[config.mk]
export PLATFORM = sky130hd
export DESIGN_NAME = calendar_timestamp_converter_flat
export DESIGN_NICKNAME = d
export VERILOG_FILES = /design/src/hdl/ctc_pkg.sv /design/src/hdl/ctc_if.sv /design/src/hdl/ctc_ctrl.sv /design/src/hdl/ctc_dp.sv /design/src/hdl/calendar_timestamp_converter.sv /design/src/flat_wrapper.sv
export SDC_FILE = /design/constraint.sdc
export NUM_CORES = 2
export LEC_CHECK = 0
export ABC_AREA = 1
export CORE_MARGIN = 8
export CORE_UTILIZATION = 61
export CTS_CLUSTER_DIAMETER = 30
export CTS_CLUSTER_SIZE = 25
export DETAILED_ROUTE_END_ITERATION = 8
export DONT_BUFFER_PORTS = 1
export GPL_ROUTABILITY_DRIVEN = 0
export MAX_ROUTING_LAYER = met4
export PLACE_DENSITY = 0.8
export SLEW_MARGIN = 20
export SYNTH_ARGS = -nofsm -noshare
export SYNTH_HDL_FRONTEND = slang
export SYNTH_SLANG_ARGS = --single-unit
export TNS_END_PERCENT = 50
[constraint.sdc]
create_clock -name clk_i -period 11.8 [get_ports clk_i]
set_clock_uncertainty 0.1 [all_clocks]
set_input_delay 2.36 -clock clk_i [delete_from_list [all_inputs] [get_ports clk_i]]
set_output_delay 2.36 -clock clk_i [all_outputs]
set_load 0.005 [all_outputs]
[src/hdl/ctc_pkg.sv]
// Shared constants, command codes, status type and calendar helpers for the converter.
package ctc_pkg;

  localparam int unsigned YEAR_LIMIT = 9999;
  localparam int unsigned EPOCH_YEAR = 1601;

  // Days from 1601-01-01 to the first day of year YEAR_LIMIT + 1, and that instant in us
  localparam longint unsigned LIMIT_DAYS =
      64'(365 * (YEAR_LIMIT + 1 - EPOCH_YEAR)) +
      64'(YEAR_LIMIT / 4 - YEAR_LIMIT / 100 + YEAR_LIMIT / 400) - 64'd388;
  localparam longint unsigned LIMIT_US = LIMIT_DAYS * 64'd86400 * 64'd1000000;

  localparam int unsigned TS_W   = 58;
  localparam int unsigned YEAR_W = 14;
  localparam int unsigned MON_W  = 4;
  localparam int unsigned DAY_W  = 5;
  localparam int unsigned HOUR_W = 5;
  localparam int unsigned MIN_W  = 6;
  localparam int unsigned SEC_W  = 6;

  localparam int unsigned DCNT_W = 25;  // whole days since epoch
  localparam int unsigned SECS_W = 40;  // seconds since epoch, calendar direction
  localparam int unsigned DVS_W  = 20;  // widest divisor (one million)

  // Divider: radix-4096 long division, one digit per estimate/correct step pair
  localparam int unsigned DVD_W     = 60;               // dividend, five digits
  localparam int unsigned DIG_W     = 12;               // quotient digit
  localparam int unsigned NDIG      = DVD_W / DIG_W;
  localparam int unsigned DVAL_W    = DVS_W + DIG_W;    // remainder joined with a digit
  localparam int unsigned DSTEP_W   = 4;                // divider step counter
  localparam int unsigned RCP_SHIFT = 32;
  localparam int unsigned RCP_W     = 27;               // widest reciprocal (2^32 / 60)
  localparam int unsigned PROD_W    = DVAL_W + RCP_W;

  // Reciprocals rounded down: the digit estimate is at most one below the true digit
  localparam logic [RCP_W-1:0] RCP_US   = RCP_W'((64'd1 << RCP_SHIFT) / 64'd1000000);
  localparam logic [RCP_W-1:0] RCP_DAY  = RCP_W'((64'd1 << RCP_SHIFT) / 64'd86400);
  localparam logic [RCP_W-1:0] RCP_HOUR = RCP_W'((64'd1 << RCP_SHIFT) / 64'd3600);
  localparam logic [RCP_W-1:0] RCP_MIN  = RCP_W'((64'd1 << RCP_SHIFT) / 64'd60);

  typedef enum logic [4:0] {
    C_NOP, C_LOAD, C_CDAYS, C_CSECS, C_CLO, C_CMLO, C_CMHI, C_CSUM,
    C_TCHECK, C_DIV_US, C_DIV_DAY, C_DIV_HOUR, C_DIV_MIN, C_DIV_STEP, C_SAVE_MS,
    C_Y400, C_Y100, C_Y4, C_Y1, C_MON, C_DAYFIX, C_OUT
  } ctc_cmd_e;

  typedef struct packed {
    logic op;        // captured opcode
    logic ts_over;   // timestamp at or beyond the limit
    logic div_last;  // final divider step this cycle
    logic walk_go;   // walk step taken this cycle
    logic out_free;  // output register can take a result
  } ctc_sts_t;

  // Days before the start of month index i (0 = January)
  function automatic logic [8:0] days_before_month(input logic [3:0] i);
    logic [8:0] r;
    case (i)
      4'd0:    r = 9'd0;
      4'd1:    r = 9'd31;
      4'd2:    r = 9'd59;
      4'd3:    r = 9'd90;
      4'd4:    r = 9'd120;
      4'd5:    r = 9'd151;
      4'd6:    r = 9'd181;
      4'd7:    r = 9'd212;
      4'd8:    r = 9'd243;
      4'd9:    r = 9'd273;
      4'd10:   r = 9'd304;
      4'd11:   r = 9'd334;
      4'd12:   r = 9'd365;
      default: r = 9'd0;
    endcase
    return r;
  endfunction

  // Floor of q / 25 by reciprocal multiply, exact for q below 4096
  function automatic logic [11:0] div25(input logic [11:0] q);
    logic [22:0] p;
    p = 23'(q) * 23'd1311;
    return 12'(p[22:15]);
  endfunction

  function automatic logic is_leap(input logic [YEAR_W-1:0] y);
    logic [11:0] q100;
    logic [11:0] q400;
    logic        c100;
    logic        c400;
    q100 = div25(y[13:2]);
    q400 = div25({2'b00, y[13:4]});
    c100 = (y[1:0] == 2'd0) && (y[13:2] == 12'(q100 * 12'd25));
    c400 = (y[3:0] == 4'd0) && ({2'b00, y[13:4]} == 12'(q400 * 12'd25));
    return (y[1:0] == 2'd0) && (!c100 || c400);
  endfunction

endpackage

[src/hdl/ctc_if.sv]
// Valid/ready channel interfaces for calendar requests and results.
interface ctc_in_if;
  logic                   valid;
  logic                   ready;
  logic                   opcode;
  logic [13:0]            year;
  logic [3:0]             month;
  logic [4:0]             day;
  logic [4:0]             hour;
  logic [5:0]             minute;
  logic [5:0]             second;
  logic [57:0]            timestamp_us;

  modport source (output valid, opcode, year, month, day, hour, minute, second,
                  timestamp_us, input ready);
  modport sink   (input valid, opcode, year, month, day, hour, minute, second,
                  timestamp_us, output ready);
endinterface

interface ctc_out_if;
  logic        valid;
  logic        ready;
  logic [57:0] count_us;
  logic [13:0] out_year;
  logic [3:0]  out_month;
  logic [4:0]  out_day;
  logic [4:0]  out_hour;
  logic [5:0]  out_minute;
  logic [5:0]  out_second;
  logic        range_error;

  modport source (output valid, count_us, out_year, out_month, out_day, out_hour,
                  out_minute, out_second, range_error, input ready);
  modport sink   (input valid, count_us, out_year, out_month, out_day, out_hour,
                  out_minute, out_second, range_error, output ready);
endinterface

[src/hdl/ctc_ctrl.sv]
// Sequencing state machine: issues one datapath command per cycle.
module ctc_ctrl (
  input  logic              clk_i,
  input  logic              rst_ni,
  input  logic              in_valid_i,
  output logic              in_ready_o,
  input  ctc_pkg::ctc_sts_t sts_i,
  output ctc_pkg::ctc_cmd_e cmd_o
);
  import ctc_pkg::*;

  typedef enum logic [17:0] {
    S_IDLE   = 18'h00001,
    S_DISP   = 18'h00002,
    S_CDAYS  = 18'h00004,
    S_CSECS  = 18'h00008,
    S_CLO    = 18'h00010,
    S_CMLO   = 18'h00020,
    S_CMHI   = 18'h00040,
    S_CSUM   = 18'h00080,
    S_TCHECK = 18'h00100,
    S_DSTART = 18'h00200,
    S_DWAIT  = 18'h00400,
    S_SAVE   = 18'h00800,
    S_Y400   = 18'h01000,
    S_Y100   = 18'h02000,
    S_Y4     = 18'h04000,
    S_Y1     = 18'h08000,
    S_MON    = 18'h10000,
    S_DONE   = 18'h20000
  } ctc_state_e;

  typedef enum logic [1:0] {
    P_US   = 2'd0,
    P_DAY  = 2'd1,
    P_HOUR = 2'd2,
    P_MIN  = 2'd3
  } ctc_phase_e;

  ctc_state_e state_q, state_d;
  ctc_phase_e dph_q, dph_d;

  always_comb begin
    state_d    = state_q;
    dph_d      = dph_q;
    cmd_o      = C_NOP;
    in_ready_o = 1'b0;
    case (state_q)
      S_IDLE: begin
        in_ready_o = 1'b1;
        if (in_valid_i) begin
          cmd_o   = C_LOAD;
          state_d = S_DISP;
        end
      end
      S_DISP:  state_d = sts_i.op ? S_TCHECK : S_CDAYS;
      S_CDAYS: begin cmd_o = C_CDAYS; state_d = S_CSECS; end
      S_CSECS: begin cmd_o = C_CSECS; state_d = S_CLO; end
      S_CLO:   begin cmd_o = C_CLO;   state_d = S_CMLO; end
      S_CMLO:  begin cmd_o = C_CMLO;  state_d = S_CMHI; end
      S_CMHI:  begin cmd_o = C_CMHI;  state_d = S_CSUM; end
      S_CSUM:  begin cmd_o = C_CSUM;  state_d = S_DONE; end
      S_TCHECK: begin
        cmd_o   = C_TCHECK;
        dph_d   = P_US;
        state_d = sts_i.ts_over ? S_DONE : S_DSTART;
      end
      S_DSTART: begin
        case (dph_q)
          P_US:    cmd_o = C_DIV_US;
          P_DAY:   cmd_o = C_DIV_DAY;
          P_HOUR:  cmd_o = C_DIV_HOUR;
          P_MIN:   cmd_o = C_DIV_MIN;
          default: cmd_o = C_NOP;
        endcase
        state_d = S_DWAIT;
      end
      S_DWAIT: begin
        cmd_o = C_DIV_STEP;
        if (sts_i.div_last) begin
          if (dph_q == P_MIN) begin
            state_d = S_SAVE;
          end else begin
            dph_d   = ctc_phase_e'(dph_q + 2'd1);
            state_d = S_DSTART;
          end
        end
      end
      S_SAVE: begin cmd_o = C_SAVE_MS; state_d = S_Y400; end
      // each walk holds its state while a step is still taken
      S_Y400: begin cmd_o = C_Y400; if (!sts_i.walk_go) state_d = S_Y100; end
      S_Y100: begin cmd_o = C_Y100; if (!sts_i.walk_go) state_d = S_Y4; end
      S_Y4:   begin cmd_o = C_Y4;   if (!sts_i.walk_go) state_d = S_Y1; end
      S_Y1:   begin cmd_o = C_Y1;   if (!sts_i.walk_go) state_d = S_MON; end
      S_MON: begin
        cmd_o = C_MON;
        if (!sts_i.walk_go) state_d = S_DONE;
      end
      S_DONE: begin
        if (sts_i.out_free) begin
          cmd_o   = C_OUT;
          state_d = S_IDLE;
        end
      end
      default: state_d = S_IDLE;
    endcase
  end

  always_ff @(posedge clk_i or negedge rst_ni) begin
    if (!rst_ni) begin
      state_q <= S_IDLE;
      dph_q   <= P_US;
    end else begin
      state_q <= state_d;
      dph_q   <= dph_d;
    end
  end

  property p_ready_only_idle;
    @(posedge clk_i) disable iff (!rst_ni) in_ready_o |-> state_q == S_IDLE;
  endproperty
  a_ready_only_idle: assert property (p_ready_only_idle)
    else $error("input taken outside idle");

  property p_out_after_accept;
    @(posedge clk_i) disable iff (!rst_ni) (cmd_o == C_OUT) |=> state_q == S_IDLE;
  endproperty
  a_out_after_accept: assert property (p_out_after_accept)
    else $error("result issued without return to idle");

  property p_div_phase;
    @(posedge clk_i) disable iff (!rst_ni)
      (state_q == S_SAVE) |-> dph_q == P_MIN;
  endproperty
  a_div_phase: assert property (p_div_phase)
    else $error("field split left early");

endmodule

[src/hdl/ctc_dp.sv]
// Datapath: input capture, calendar arithmetic, shared divider, walks and result register.
module ctc_dp (
  input  logic              clk_i,
  input  logic              rst_ni,
  input  ctc_pkg::ctc_cmd_e cmd_i,
  output ctc_pkg::ctc_sts_t sts_o,
  input  logic              opcode_i,
  input  logic [13:0]       year_i,
  input  logic [3:0]        month_i,
  input  logic [4:0]        day_i,
  input  logic [4:0]        hour_i,
  input  logic [5:0]        minute_i,
  input  logic [5:0]        second_i,
  input  logic [57:0]       timestamp_us_i,
  output logic              out_valid_o,
  input  logic              out_ready_i,
  output logic [57:0]       count_us_o,
  output logic [13:0]       out_year_o,
  output logic [3:0]        out_month_o,
  output logic [4:0]        out_day_o,
  output logic [4:0]        out_hour_o,
  output logic [5:0]        out_minute_o,
  output logic [5:0]        out_second_o,
  output logic              range_error_o
);
  import ctc_pkg::*;

  // captured request
  logic              op_q;
  logic [YEAR_W-1:0] yin_q;
  logic [MON_W-1:0]  min_mon_q;
  logic [DAY_W-1:0]  din_q;
  logic [HOUR_W-1:0] hin_q;
  logic [MIN_W-1:0]  mnin_q;
  logic [SEC_W-1:0]  sin_q;
  logic [TS_W-1:0]   ts_q;
  logic              err_q;

  // calendar to count
  logic [22:0]       dp1_q;
  logic [SECS_W-1:0] secs_q;
  logic [SECS_W-1:0] lo_q, hi_q;
  logic [TS_W-1:0]   us_q;

  // divider
  logic [DVD_W-1:0]   dvd_q;
  logic [DVS_W-1:0]   rem_q;
  logic [DVS_W-1:0]   dvs_q;
  logic [RCP_W-1:0]   rcp_q;
  logic [DIG_W-1:0]   qe_q;
  logic [DSTEP_W-1:0] step_q;

  // count to calendar
  logic [DCNT_W-1:0] d_q;
  logic [YEAR_W-1:0] yr_q;
  logic [MON_W-1:0]  mon_q;
  logic [1:0]        wcnt_q;
  logic [HOUR_W-1:0] hr_q;
  logic [MIN_W-1:0]  mn_q;
  logic [SEC_W-1:0]  sc_q;

  logic              outv_q;

  // combinational helpers
  logic [YEAR_W-1:0] xm1;
  logic [22:0]       lb, dp1_d;
  logic              bad_in;
  logic [SECS_W-1:0] hms;
  logic [60:0]       us_sum;
  logic [DVAL_W-1:0] dval;
  logic [PROD_W-1:0] qe_prod;
  logic [DVAL_W-1:0] qe_back;
  logic [DVAL_W-1:0] dres;
  logic              dfix;
  logic              leap_w;
  logic [DCNT_W-1:0] mon_next;
  logic [DCNT_W-1:0] mon_base;
  logic              walk_go;

  assign xm1 = yin_q - 14'd1;
  assign lb  = 23'(xm1[13:2]) - 23'(div25(xm1[13:2])) + 23'(div25({2'b00, xm1[13:4]}))
             - 23'd388;
  assign dp1_d = 23'(din_q) + 23'(days_before_month(min_mon_q - 4'd1))
               + 23'((is_leap(yin_q) && min_mon_q >= 4'd3) ? 1 : 0)
               + 23'd365 * 23'(yin_q - 14'(EPOCH_YEAR)) + lb;
  assign bad_in = (min_mon_q == 4'd0) || (min_mon_q > 4'd12) ||
                  (yin_q < 14'(EPOCH_YEAR)) || (yin_q > 14'(YEAR_LIMIT));
  assign hms = 40'(hin_q) * 40'd3600 + 40'(mnin_q) * 40'd60 + 40'(sin_q);
  assign us_sum = 61'(lo_q) + (61'(hi_q) << 20);

  // remainder below the divisor joined with the next digit stays below 2^32
  assign dval    = {rem_q, dvd_q[DVD_W-1 -: DIG_W]};
  assign qe_prod = PROD_W'(dval) * PROD_W'(rcp_q);
  assign qe_back = DVAL_W'(qe_q) * DVAL_W'(dvs_q);
  assign dres    = dval - qe_back;
  assign dfix    = dres >= DVAL_W'(dvs_q);

  assign leap_w   = is_leap(yr_q);
  assign mon_next = DCNT_W'(days_before_month(mon_q))
                  + DCNT_W'((mon_q >= 4'd2 && leap_w) ? 1 : 0);
  assign mon_base = DCNT_W'(days_before_month(mon_q - 4'd1))
                  + DCNT_W'((mon_q >= 4'd3 && leap_w) ? 1 : 0);

  always_comb begin
    case (cmd_i)
      C_Y400:  walk_go = d_q >= DCNT_W'(146097);
      C_Y100:  walk_go = (wcnt_q != 2'd3) && (d_q >= DCNT_W'(36524));
      C_Y4:    walk_go = d_q >= DCNT_W'(1461);
      C_Y1:    walk_go = (wcnt_q != 2'd3) && (d_q >= DCNT_W'(365));
      C_MON:   walk_go = (mon_q < 4'd12) && (d_q >= mon_next);
      default: walk_go = 1'b0;
    endcase
  end

  assign sts_o.op       = op_q;
  assign sts_o.ts_over  = 64'(ts_q) >= LIMIT_US;
  assign sts_o.div_last = (cmd_i == C_DIV_STEP) && (step_q == DSTEP_W'(2 * NDIG - 1));
  assign sts_o.walk_go  = walk_go;
  assign sts_o.out_free = !outv_q || out_ready_i;

  always_ff @(posedge clk_i) begin
    case (cmd_i)
      C_LOAD: begin
        op_q      <= opcode_i;
        yin_q     <= year_i;
        min_mon_q <= month_i;
        din_q     <= day_i;
        hin_q     <= hour_i;
        mnin_q    <= minute_i;
        sin_q     <= second_i;
        ts_q      <= timestamp_us_i;
        err_q     <= 1'b0;
      end
      C_CDAYS: begin
        dp1_q <= dp1_d;
        err_q <= bad_in;
      end
      C_CSECS: secs_q <= 40'(dp1_q) * 40'd86400 + hms;
      C_CLO: begin
        // day counted from one: below one day means a time before the epoch
        if (secs_q < 40'd86400) err_q <= 1'b1;
        secs_q <= secs_q - 40'd86400;
      end
      C_CMLO: lo_q <= 40'(secs_q[19:0]) * 40'd1000000;
      C_CMHI: hi_q <= 40'(secs_q[39:20]) * 40'd1000000;
      C_CSUM: begin
        if (64'(us_sum) >= LIMIT_US) err_q <= 1'b1;
        us_q <= us_sum[TS_W-1:0];
      end
      C_TCHECK: err_q <= 64'(ts_q) >= LIMIT_US;
      C_DIV_US: begin
        dvd_q  <= DVD_W'(ts_q);
        dvs_q  <= DVS_W'(1000000);
        rcp_q  <= RCP_US;
        rem_q  <= '0;
        step_q <= '0;
      end
      C_DIV_DAY: begin
        dvs_q  <= DVS_W'(86400);
        rcp_q  <= RCP_DAY;
        rem_q  <= '0;
        step_q <= '0;
      end
      C_DIV_HOUR: begin
        d_q    <= dvd_q[DCNT_W-1:0];
        dvd_q  <= DVD_W'(rem_q);
        dvs_q  <= DVS_W'(3600);
        rcp_q  <= RCP_HOUR;
        rem_q  <= '0;
        step_q <= '0;
      end
      C_DIV_MIN: begin
        hr_q   <= dvd_q[HOUR_W-1:0];
        dvd_q  <= DVD_W'(rem_q);
        dvs_q  <= DVS_W'(60);
        rcp_q  <= RCP_MIN;
        rem_q  <= '0;
        step_q <= '0;
      end
      C_DIV_STEP: begin
        // even step: estimate the digit; odd step: correct it and shift it in
        if (!step_q[0]) begin
          qe_q <= qe_prod[RCP_SHIFT +: DIG_W];
        end else begin
          dvd_q <= {dvd_q[DVD_W-DIG_W-1:0], dfix ? qe_q + DIG_W'(1) : qe_q};
          rem_q <= dfix ? DVS_W'(dres - DVAL_W'(dvs_q)) : DVS_W'(dres);
        end
        step_q <= step_q + DSTEP_W'(1);
      end
      C_SAVE_MS: begin
        mn_q   <= dvd_q[MIN_W-1:0];
        sc_q   <= rem_q[SEC_W-1:0];
        yr_q   <= YEAR_W'(EPOCH_YEAR);
        mon_q  <= 4'd1;
        wcnt_q <= 2'd0;
      end
      C_Y400: begin
        wcnt_q <= 2'd0;
        if (walk_go) begin
          d_q  <= d_q - DCNT_W'(146097);
          yr_q <= yr_q + 14'd400;
        end
      end
      C_Y100: begin
        if (walk_go) begin
          d_q    <= d_q - DCNT_W'(36524);
          yr_q   <= yr_q + 14'd100;
          wcnt_q <= wcnt_q + 2'd1;
        end
      end
      C_Y4: begin
        wcnt_q <= 2'd0;
        if (walk_go) begin
          d_q  <= d_q - DCNT_W'(1461);
          yr_q <= yr_q + 14'd4;
        end
      end
      C_Y1: begin
        if (walk_go) begin
          d_q    <= d_q - DCNT_W'(365);
          yr_q   <= yr_q + 14'd1;
          wcnt_q <= wcnt_q + 2'd1;
        end
      end
      C_MON: begin
        if (walk_go) mon_q <= mon_q + 4'd1;
      end
      default: ;
    endcase
  end

  // result register
  logic [DAY_W-1:0] day_res;
  assign day_res = DAY_W'(d_q - mon_base + DCNT_W'(1));

  always_ff @(posedge clk_i or negedge rst_ni) begin
    if (!rst_ni) begin
      outv_q <= 1'b0;
    end else if (cmd_i == C_OUT) begin
      outv_q <= 1'b1;
    end else if (out_ready_i) begin
      outv_q <= 1'b0;
    end
  end

  always_ff @(posedge clk_i) begin
    if (cmd_i == C_OUT) begin
      range_error_o <= err_q;
      count_us_o    <= (!err_q && !op_q) ? us_q : '0;
      out_year_o    <= (!err_q && op_q) ? yr_q : '0;
      out_month_o   <= (!err_q && op_q) ? mon_q : '0;
      out_day_o     <= (!err_q && op_q) ? day_res : '0;
      out_hour_o    <= (!err_q && op_q) ? hr_q : '0;
      out_minute_o  <= (!err_q && op_q) ? mn_q : '0;
      out_second_o  <= (!err_q && op_q) ? sc_q : '0;
    end
  end

  assign out_valid_o = outv_q;

  property p_rem_below_divisor;
    @(posedge clk_i) disable iff (!rst_ni)
      (cmd_i == C_DIV_STEP) |-> rem_q < dvs_q;
  endproperty
  a_rem_below_divisor: assert property (p_rem_below_divisor)
    else $error("divider remainder out of range");

  property p_month_range;
    @(posedge clk_i) disable iff (!rst_ni)
      (cmd_i == C_OUT && op_q && !err_q) |-> (mon_q >= 4'd1 && mon_q <= 4'd12);
  endproperty
  a_month_range: assert property (p_month_range)
    else $error("month walk out of range");

  property p_out_loads;
    @(posedge clk_i) disable iff (!rst_ni) (cmd_i == C_OUT) |=> outv_q;
  endproperty
  a_out_loads: assert property (p_out_loads)
    else $error("result not presented");

endmodule

[src/hdl/calendar_timestamp_converter.sv]
// Top level: calendar/microsecond-count converter, controller plus datapath.
// Converts between a Gregorian date and time and microseconds since 1601-01-01 00:00,
// one item at a time; the next item is taken while the previous result waits in the
// output register. Calendar to count forms the day count, the seconds since the epoch,
// a two-part multiply by one million and the sum of its parts. Count to calendar runs
// four passes of a radix-4096 reciprocal divider (for 10^6, 86400, 3600 and 60) followed
// by a year walk in 400, 100, 4 and 1 year strides and a month walk of up to eleven
// steps; a timestamp at or beyond the limit is flagged before the divider starts. A
// result that is not taken holds the next finished item in the controller.
// Out-of-range requests return range_error with every other field zero.
module calendar_timestamp_converter (
  input logic        clk_i,
  input logic        rst_ni,
  ctc_in_if.sink     in_i,
  ctc_out_if.source  out_o
);
  import ctc_pkg::*;

  ctc_cmd_e cmd;
  ctc_sts_t sts;
  logic     in_ready;

  assign in_i.ready = in_ready;

  ctc_ctrl u_ctrl (
    .clk_i      (clk_i),
    .rst_ni     (rst_ni),
    .in_valid_i (in_i.valid),
    .in_ready_o (in_ready),
    .sts_i      (sts),
    .cmd_o      (cmd)
  );

  ctc_dp u_dp (
    .clk_i          (clk_i),
    .rst_ni         (rst_ni),
    .cmd_i          (cmd),
    .sts_o          (sts),
    .opcode_i       (in_i.opcode),
    .year_i         (in_i.year),
    .month_i        (in_i.month),
    .day_i          (in_i.day),
    .hour_i         (in_i.hour),
    .minute_i       (in_i.minute),
    .second_i       (in_i.second),
    .timestamp_us_i (in_i.timestamp_us),
    .out_valid_o    (out_o.valid),
    .out_ready_i    (out_o.ready),
    .count_us_o     (out_o.count_us),
    .out_year_o     (out_o.out_year),
    .out_month_o    (out_o.out_month),
    .out_day_o      (out_o.out_day),
    .out_hour_o     (out_o.out_hour),
    .out_minute_o   (out_o.out_minute),
    .out_second_o   (out_o.out_second),
    .range_error_o  (out_o.range_error)
  );

endmodule
[src/flat_wrapper.sv]
// flat-port wrapper written by rule: the top's interface ports become plain ports
module calendar_timestamp_converter_flat import ctc_pkg::*;
  (clk_i, rst_ni, in_i_valid, in_i_opcode, in_i_year, in_i_month, in_i_day, in_i_hour, in_i_minute, in_i_second, in_i_timestamp_us, in_i_ready, out_o_valid, out_o_count_us, out_o_out_year, out_o_out_month, out_o_out_day, out_o_out_hour, out_o_out_minute, out_o_out_second, out_o_range_error, out_o_ready);
  ctc_in_if in_i_i ();
  ctc_out_if out_o_i ();
  input logic clk_i;
  input logic rst_ni;
  input wire logic [$bits(in_i_i.valid)-1:0] in_i_valid;
  input wire logic [$bits(in_i_i.opcode)-1:0] in_i_opcode;
  input wire logic [$bits(in_i_i.year)-1:0] in_i_year;
  input wire logic [$bits(in_i_i.month)-1:0] in_i_month;
  input wire logic [$bits(in_i_i.day)-1:0] in_i_day;
  input wire logic [$bits(in_i_i.hour)-1:0] in_i_hour;
  input wire logic [$bits(in_i_i.minute)-1:0] in_i_minute;
  input wire logic [$bits(in_i_i.second)-1:0] in_i_second;
  input wire logic [$bits(in_i_i.timestamp_us)-1:0] in_i_timestamp_us;
  output wire logic [$bits(in_i_i.ready)-1:0] in_i_ready;
  output wire logic [$bits(out_o_i.valid)-1:0] out_o_valid;
  output wire logic [$bits(out_o_i.count_us)-1:0] out_o_count_us;
  output wire logic [$bits(out_o_i.out_year)-1:0] out_o_out_year;
  output wire logic [$bits(out_o_i.out_month)-1:0] out_o_out_month;
  output wire logic [$bits(out_o_i.out_day)-1:0] out_o_out_day;
  output wire logic [$bits(out_o_i.out_hour)-1:0] out_o_out_hour;
  output wire logic [$bits(out_o_i.out_minute)-1:0] out_o_out_minute;
  output wire logic [$bits(out_o_i.out_second)-1:0] out_o_out_second;
  output wire logic [$bits(out_o_i.range_error)-1:0] out_o_range_error;
  input wire logic [$bits(out_o_i.ready)-1:0] out_o_ready;
  assign in_i_i.valid = in_i_valid;
  assign in_i_i.opcode = in_i_opcode;
  assign in_i_i.year = in_i_year;
  assign in_i_i.month = in_i_month;
  assign in_i_i.day = in_i_day;
  assign in_i_i.hour = in_i_hour;
  assign in_i_i.minute = in_i_minute;
  assign in_i_i.second = in_i_second;
  assign in_i_i.timestamp_us = in_i_timestamp_us;
  assign in_i_ready = in_i_i.ready;
  assign out_o_valid = out_o_i.valid;
  assign out_o_count_us = out_o_i.count_us;
  assign out_o_out_year = out_o_i.out_year;
  assign out_o_out_month = out_o_i.out_month;
  assign out_o_out_day = out_o_i.out_day;
  assign out_o_out_hour = out_o_i.out_hour;
  assign out_o_out_minute = out_o_i.out_minute;
  assign out_o_out_second = out_o_i.out_second;
  assign out_o_range_error = out_o_i.range_error;
  assign out_o_i.ready = out_o_ready;
  calendar_timestamp_converter u_core (.clk_i(clk_i), .rst_ni(rst_ni), .in_i(in_i_i), .out_o(out_o_i));
endmodule
==> results.sh <==
export IMPL_cp_slowest_stage_delay_ps=560
export IMPL_violations="DRC, setup timing"
export IMPL_wire_per_inst_um=19.1
export IMPL_multi_input_area_sq_um=64800
export IMPL_num_rows=142
export IMPL_arrival_ps=12810
export IMPL_cts_tree="done"
export IMPL_drive_above_1_share_pct=7.56
export IMPL_final_max_slew_viol_count=0
export IMPL_cts_max_level=4
export IMPL_stdcell_count=12746
export IMPL_grt_ovfl_total=0
export IMPL_postSynthAreaPerCell_sq_um=8.83
export IMPL_fin_ws_ps=-627
export IMPL_worstSkewPairLatency_ps=780
export IMPL_cp_depth=62
export IMPL_grt_max_degree=61
export IMPL_drt_iter0_drc=6850
export IMPL_min_path_cells=0
export IMPL_syn_area_sq_um=91600
export IMPL_yosys_area_top_type_share_pct=24.1
export IMPL_fmax_mhz=80.5
export IMPL_antenna_found_initial=8
export IMPL_drt_pass1_iter_count=9
export IMPL_start_kind="register"
export IMPL_synth_cell_types=83
export IMPL_cp_max_fo=5
export IMPL_drc=2
export IMPL_clock_path_buffers=3
export IMPL_finalCritPeriodShare_pct=105
export IMPL_drtAntennaViolNets=0
export IMPL_yosysWarnings=0
export IMPL_worst_setup_path_type="register to register"
export IMPL_grt_pass1_vias=74323
export IMPL_drt_total_wl_um=243000
export IMPL_crit_family="adder cells"
export IMPL_setup_viol=12
export IMPL_nets=13365
export IMPL_io_pins=204
export IMPL_io_buffers=0
export IMPL_core_area_sq_um=149000
export IMPL_relSlewSlack_pct=21.6
export IMPL_yosysMostFrequentCell="inv_1"
export IMPL_grtUsageTotal_pct=29.9
export IMPL_die_w_um=403
export IMPL_area_delta_synth_final_pct=10.3
export IMPL_synthArstFlopShare_pct=3.66
export IMPL_hp_class="register to register"
export IMPL_synthTopCellsByCount="2650 x inv_1, 1567 x nand2_1, 1558 x ha_1"
export IMPL_vias_per_cell=5.68
export IMPL_place_ws_ps=-471
export IMPL_max_cap_violations=0
export IMPL_nFillCells=10952
export IMPL_syn_instance_count=10373
export IMPL_hpwlAfterDp_um=193000
export IMPL_end_kind="register"
export IMPL_synth_edf_count=544
export IMPL_hold_buffers=0
export IMPL_status="finished, violations left"
export IMPL_finalHoldViolations=0
export IMPL_num_vias=72385
export IMPL_worst_slew_pin_slew_ps=1170
export IMPL_start_util_pct=61.3
export IMPL_cts_sinks=574
export IMPL_yosysSeqAreaShare_pct=18.6
export IMPL_fin_hold_ws_ps=319
export IMPL_path_buf_inv=11
export IMPL_min_period_ps=12430
export IMPL_synth_top_area_cell="fa_1"
export IMPL_ff_latch_area_sq_um=17000
export IMPL_numCtsBuffers=140
export IMPL_slowest_stage="fa_1"
export IMPL_synth_seq_cells=574
export IMPL_grt_pass1_wl_um=381000
export IMPL_rsz0062_at_grt="yes"
export IMPL_cts_root_buf="clkbuf_16"
export IMPL_clk_pin_slew_ps=40
export IMPL_fin_setup_tns_ps=-3740
export IMPL_die_h_um=403
export IMPL_r2r_cells=62
export IMPL_place_inst=12411
export IMPL_synth_main_ff_cell="edfxtp_1"
export IMPL_fp_dieArea_sq_um=163000
export IMPL_critical_path_required_ps=12190
export IMPL_synth_area_leaders="fa_1 24%, ha_1 21%, edfxtp_1 18%"
[area by class of cell]
class                   count  area share (%)
flip-flops and latches    574            16.9
diodes                     12          0.0297
clock buffers             158            3.59
clock inverters            99           0.998
repair buffers            252            1.92
inverters                2678            9.98
multi-input cells        6957            64.1
well taps                2016            2.50
[logic make-up (layout without fill, tap and decap cells)]
group                      Yosys count  after routing  synth area share (%)
AOI/OAI and AO/OA                  990            990                  6.23
xor gates and xnor gates           477            477                  4.57
adders and majority gates         2659           2659                  45.4
buffers and inverters             2847           3187                  11.8
DFF                                574            574                  18.6
muxes                                1              1                0.0109
other                                1             18               0.00410
and+or+nand+nor                   2824           2824                  13.4
[metrics by stage]
step	util (%)	instance area (sq um)
after global routing	67.6	101000
after detailed placement	63.6	95000
after global placement	63.6	95000
after CTS	66.9	100000
after floorplan	-	91800
final	67.6	101000
[path summary, 6_finish.rpt]
kind / startpoint / to / slack, ps
max: u_core.u_dp.yin_q[2] / u_core.u_dp.dp1_q[21] / -630
min: u_core.u_dp.lo_q[8] / u_core.u_dp.us_q[8] / 320
max reg2reg: u_core.u_dp.yin_q[2] / u_core.u_dp.dp1_q[21] / -630
min reg2reg: u_core.u_dp.lo_q[8] / u_core.u_dp.us_q[8] / 320
max in group asynchronous: rst_ni / u_core.u_ctrl.state_q[0] / 10220
min in group asynchronous: rst_ni / u_core.u_ctrl.state_q[17] / 1190
[routing by layer]
layer  GRT usage (%)  part of all wire (%)  vias up
li1                -                     -    32983
met1            35.9                    37    34756
met2            48.6                    47     3637
met3            5.87                   9.8     1009
met4            14.3                   6.0        0
met5               -                     0        -
[sequential cells by signal, summed over array words and instances (netlist names), 6 cells and up, named ones only]
register and cells:
u_core.u_dp.dvs_q 7, u_core.u_dp.dp1_q 23, u_core.u_dp.out_year_o 14, u_core.u_dp.rem_q 20, u_core.u_dp.mnin_q 6, u_core.u_dp.out_minute_o 6
u_core.u_dp.mn_q 6, u_core.u_dp.sc_q 6, u_core.u_dp.yin_q 14, u_core.u_dp.us_q 52, u_core.u_dp.sin_q 6, u_core.u_dp.count_us_o 52
u_core.u_dp.qe_q 12, u_core.u_dp.lo_q 34, u_core.u_dp.out_second_o 6, u_core.u_dp.secs_q 40, u_core.u_dp.d_q 25, u_core.u_dp.hi_q 34
u_core.u_dp.dvd_q 60, u_core.u_dp.ts_q 58, u_core.u_dp.yr_q 14, u_core.u_ctrl.state_q 18
[cell usage in the layout, fill, tap and decap left out, types with 17 or more instances in the layout]
cell,synthesis,layout
clkinv_1,6,23
nor4_1,31,30
clkbuf_16,0,142
a21oi_2,0,32
o21bai_1,26,26
fa_1,1101,1093
nor2_2,14,20
clkinv_2,0,20
xnor2_1,137,132
ha_4,0,29
or2_2,19,19
inv_2,19,43
dfrtp_1,20,20
a21oi_1,441,407
nand3b_1,19,19
a31oi_1,33,29
clkinvlp_4,0,17
nor3_1,72,71
o211ai_1,19,19
nand2_2,9,31
o221ai_1,23,23
nand3_1,334,332
xor2_1,339,324
nand4_1,99,99
nand2_1,1567,1540
a21o_1,24,24
ha_1,1558,1524
nor2_1,579,568
buf_4,12,241
o21ai_0,266,248
edfxtp_1,544,544
inv_1,2650,2622
o22ai_1,23,23
nand2_4,13,18
o21ai_1,18,26
[worst register-to-register path: cells and delay by family (launching register included)]
kind / cells / cell delay [ps]
buffers and inverters: 11 / 1010
AND/OR/NAND/NOR: 17 / 1630
flip-flops: 1 / 430
adder cells (fa/ha/maj): 16 / 6160
AO/OA/AOI/OAI: 13 / 2130
XOR/XNOR: 5 / 690
[timing repair]
action                                  CTS  global route
endpoints found under the setup margin    9            81
buffers inserted                         24            43
pin swaps                                42           100
resized for setup                        53           146
Power is not shown: default switching activity piles up to over one toggle a cycle in this logic, so the estimate is an artifact.
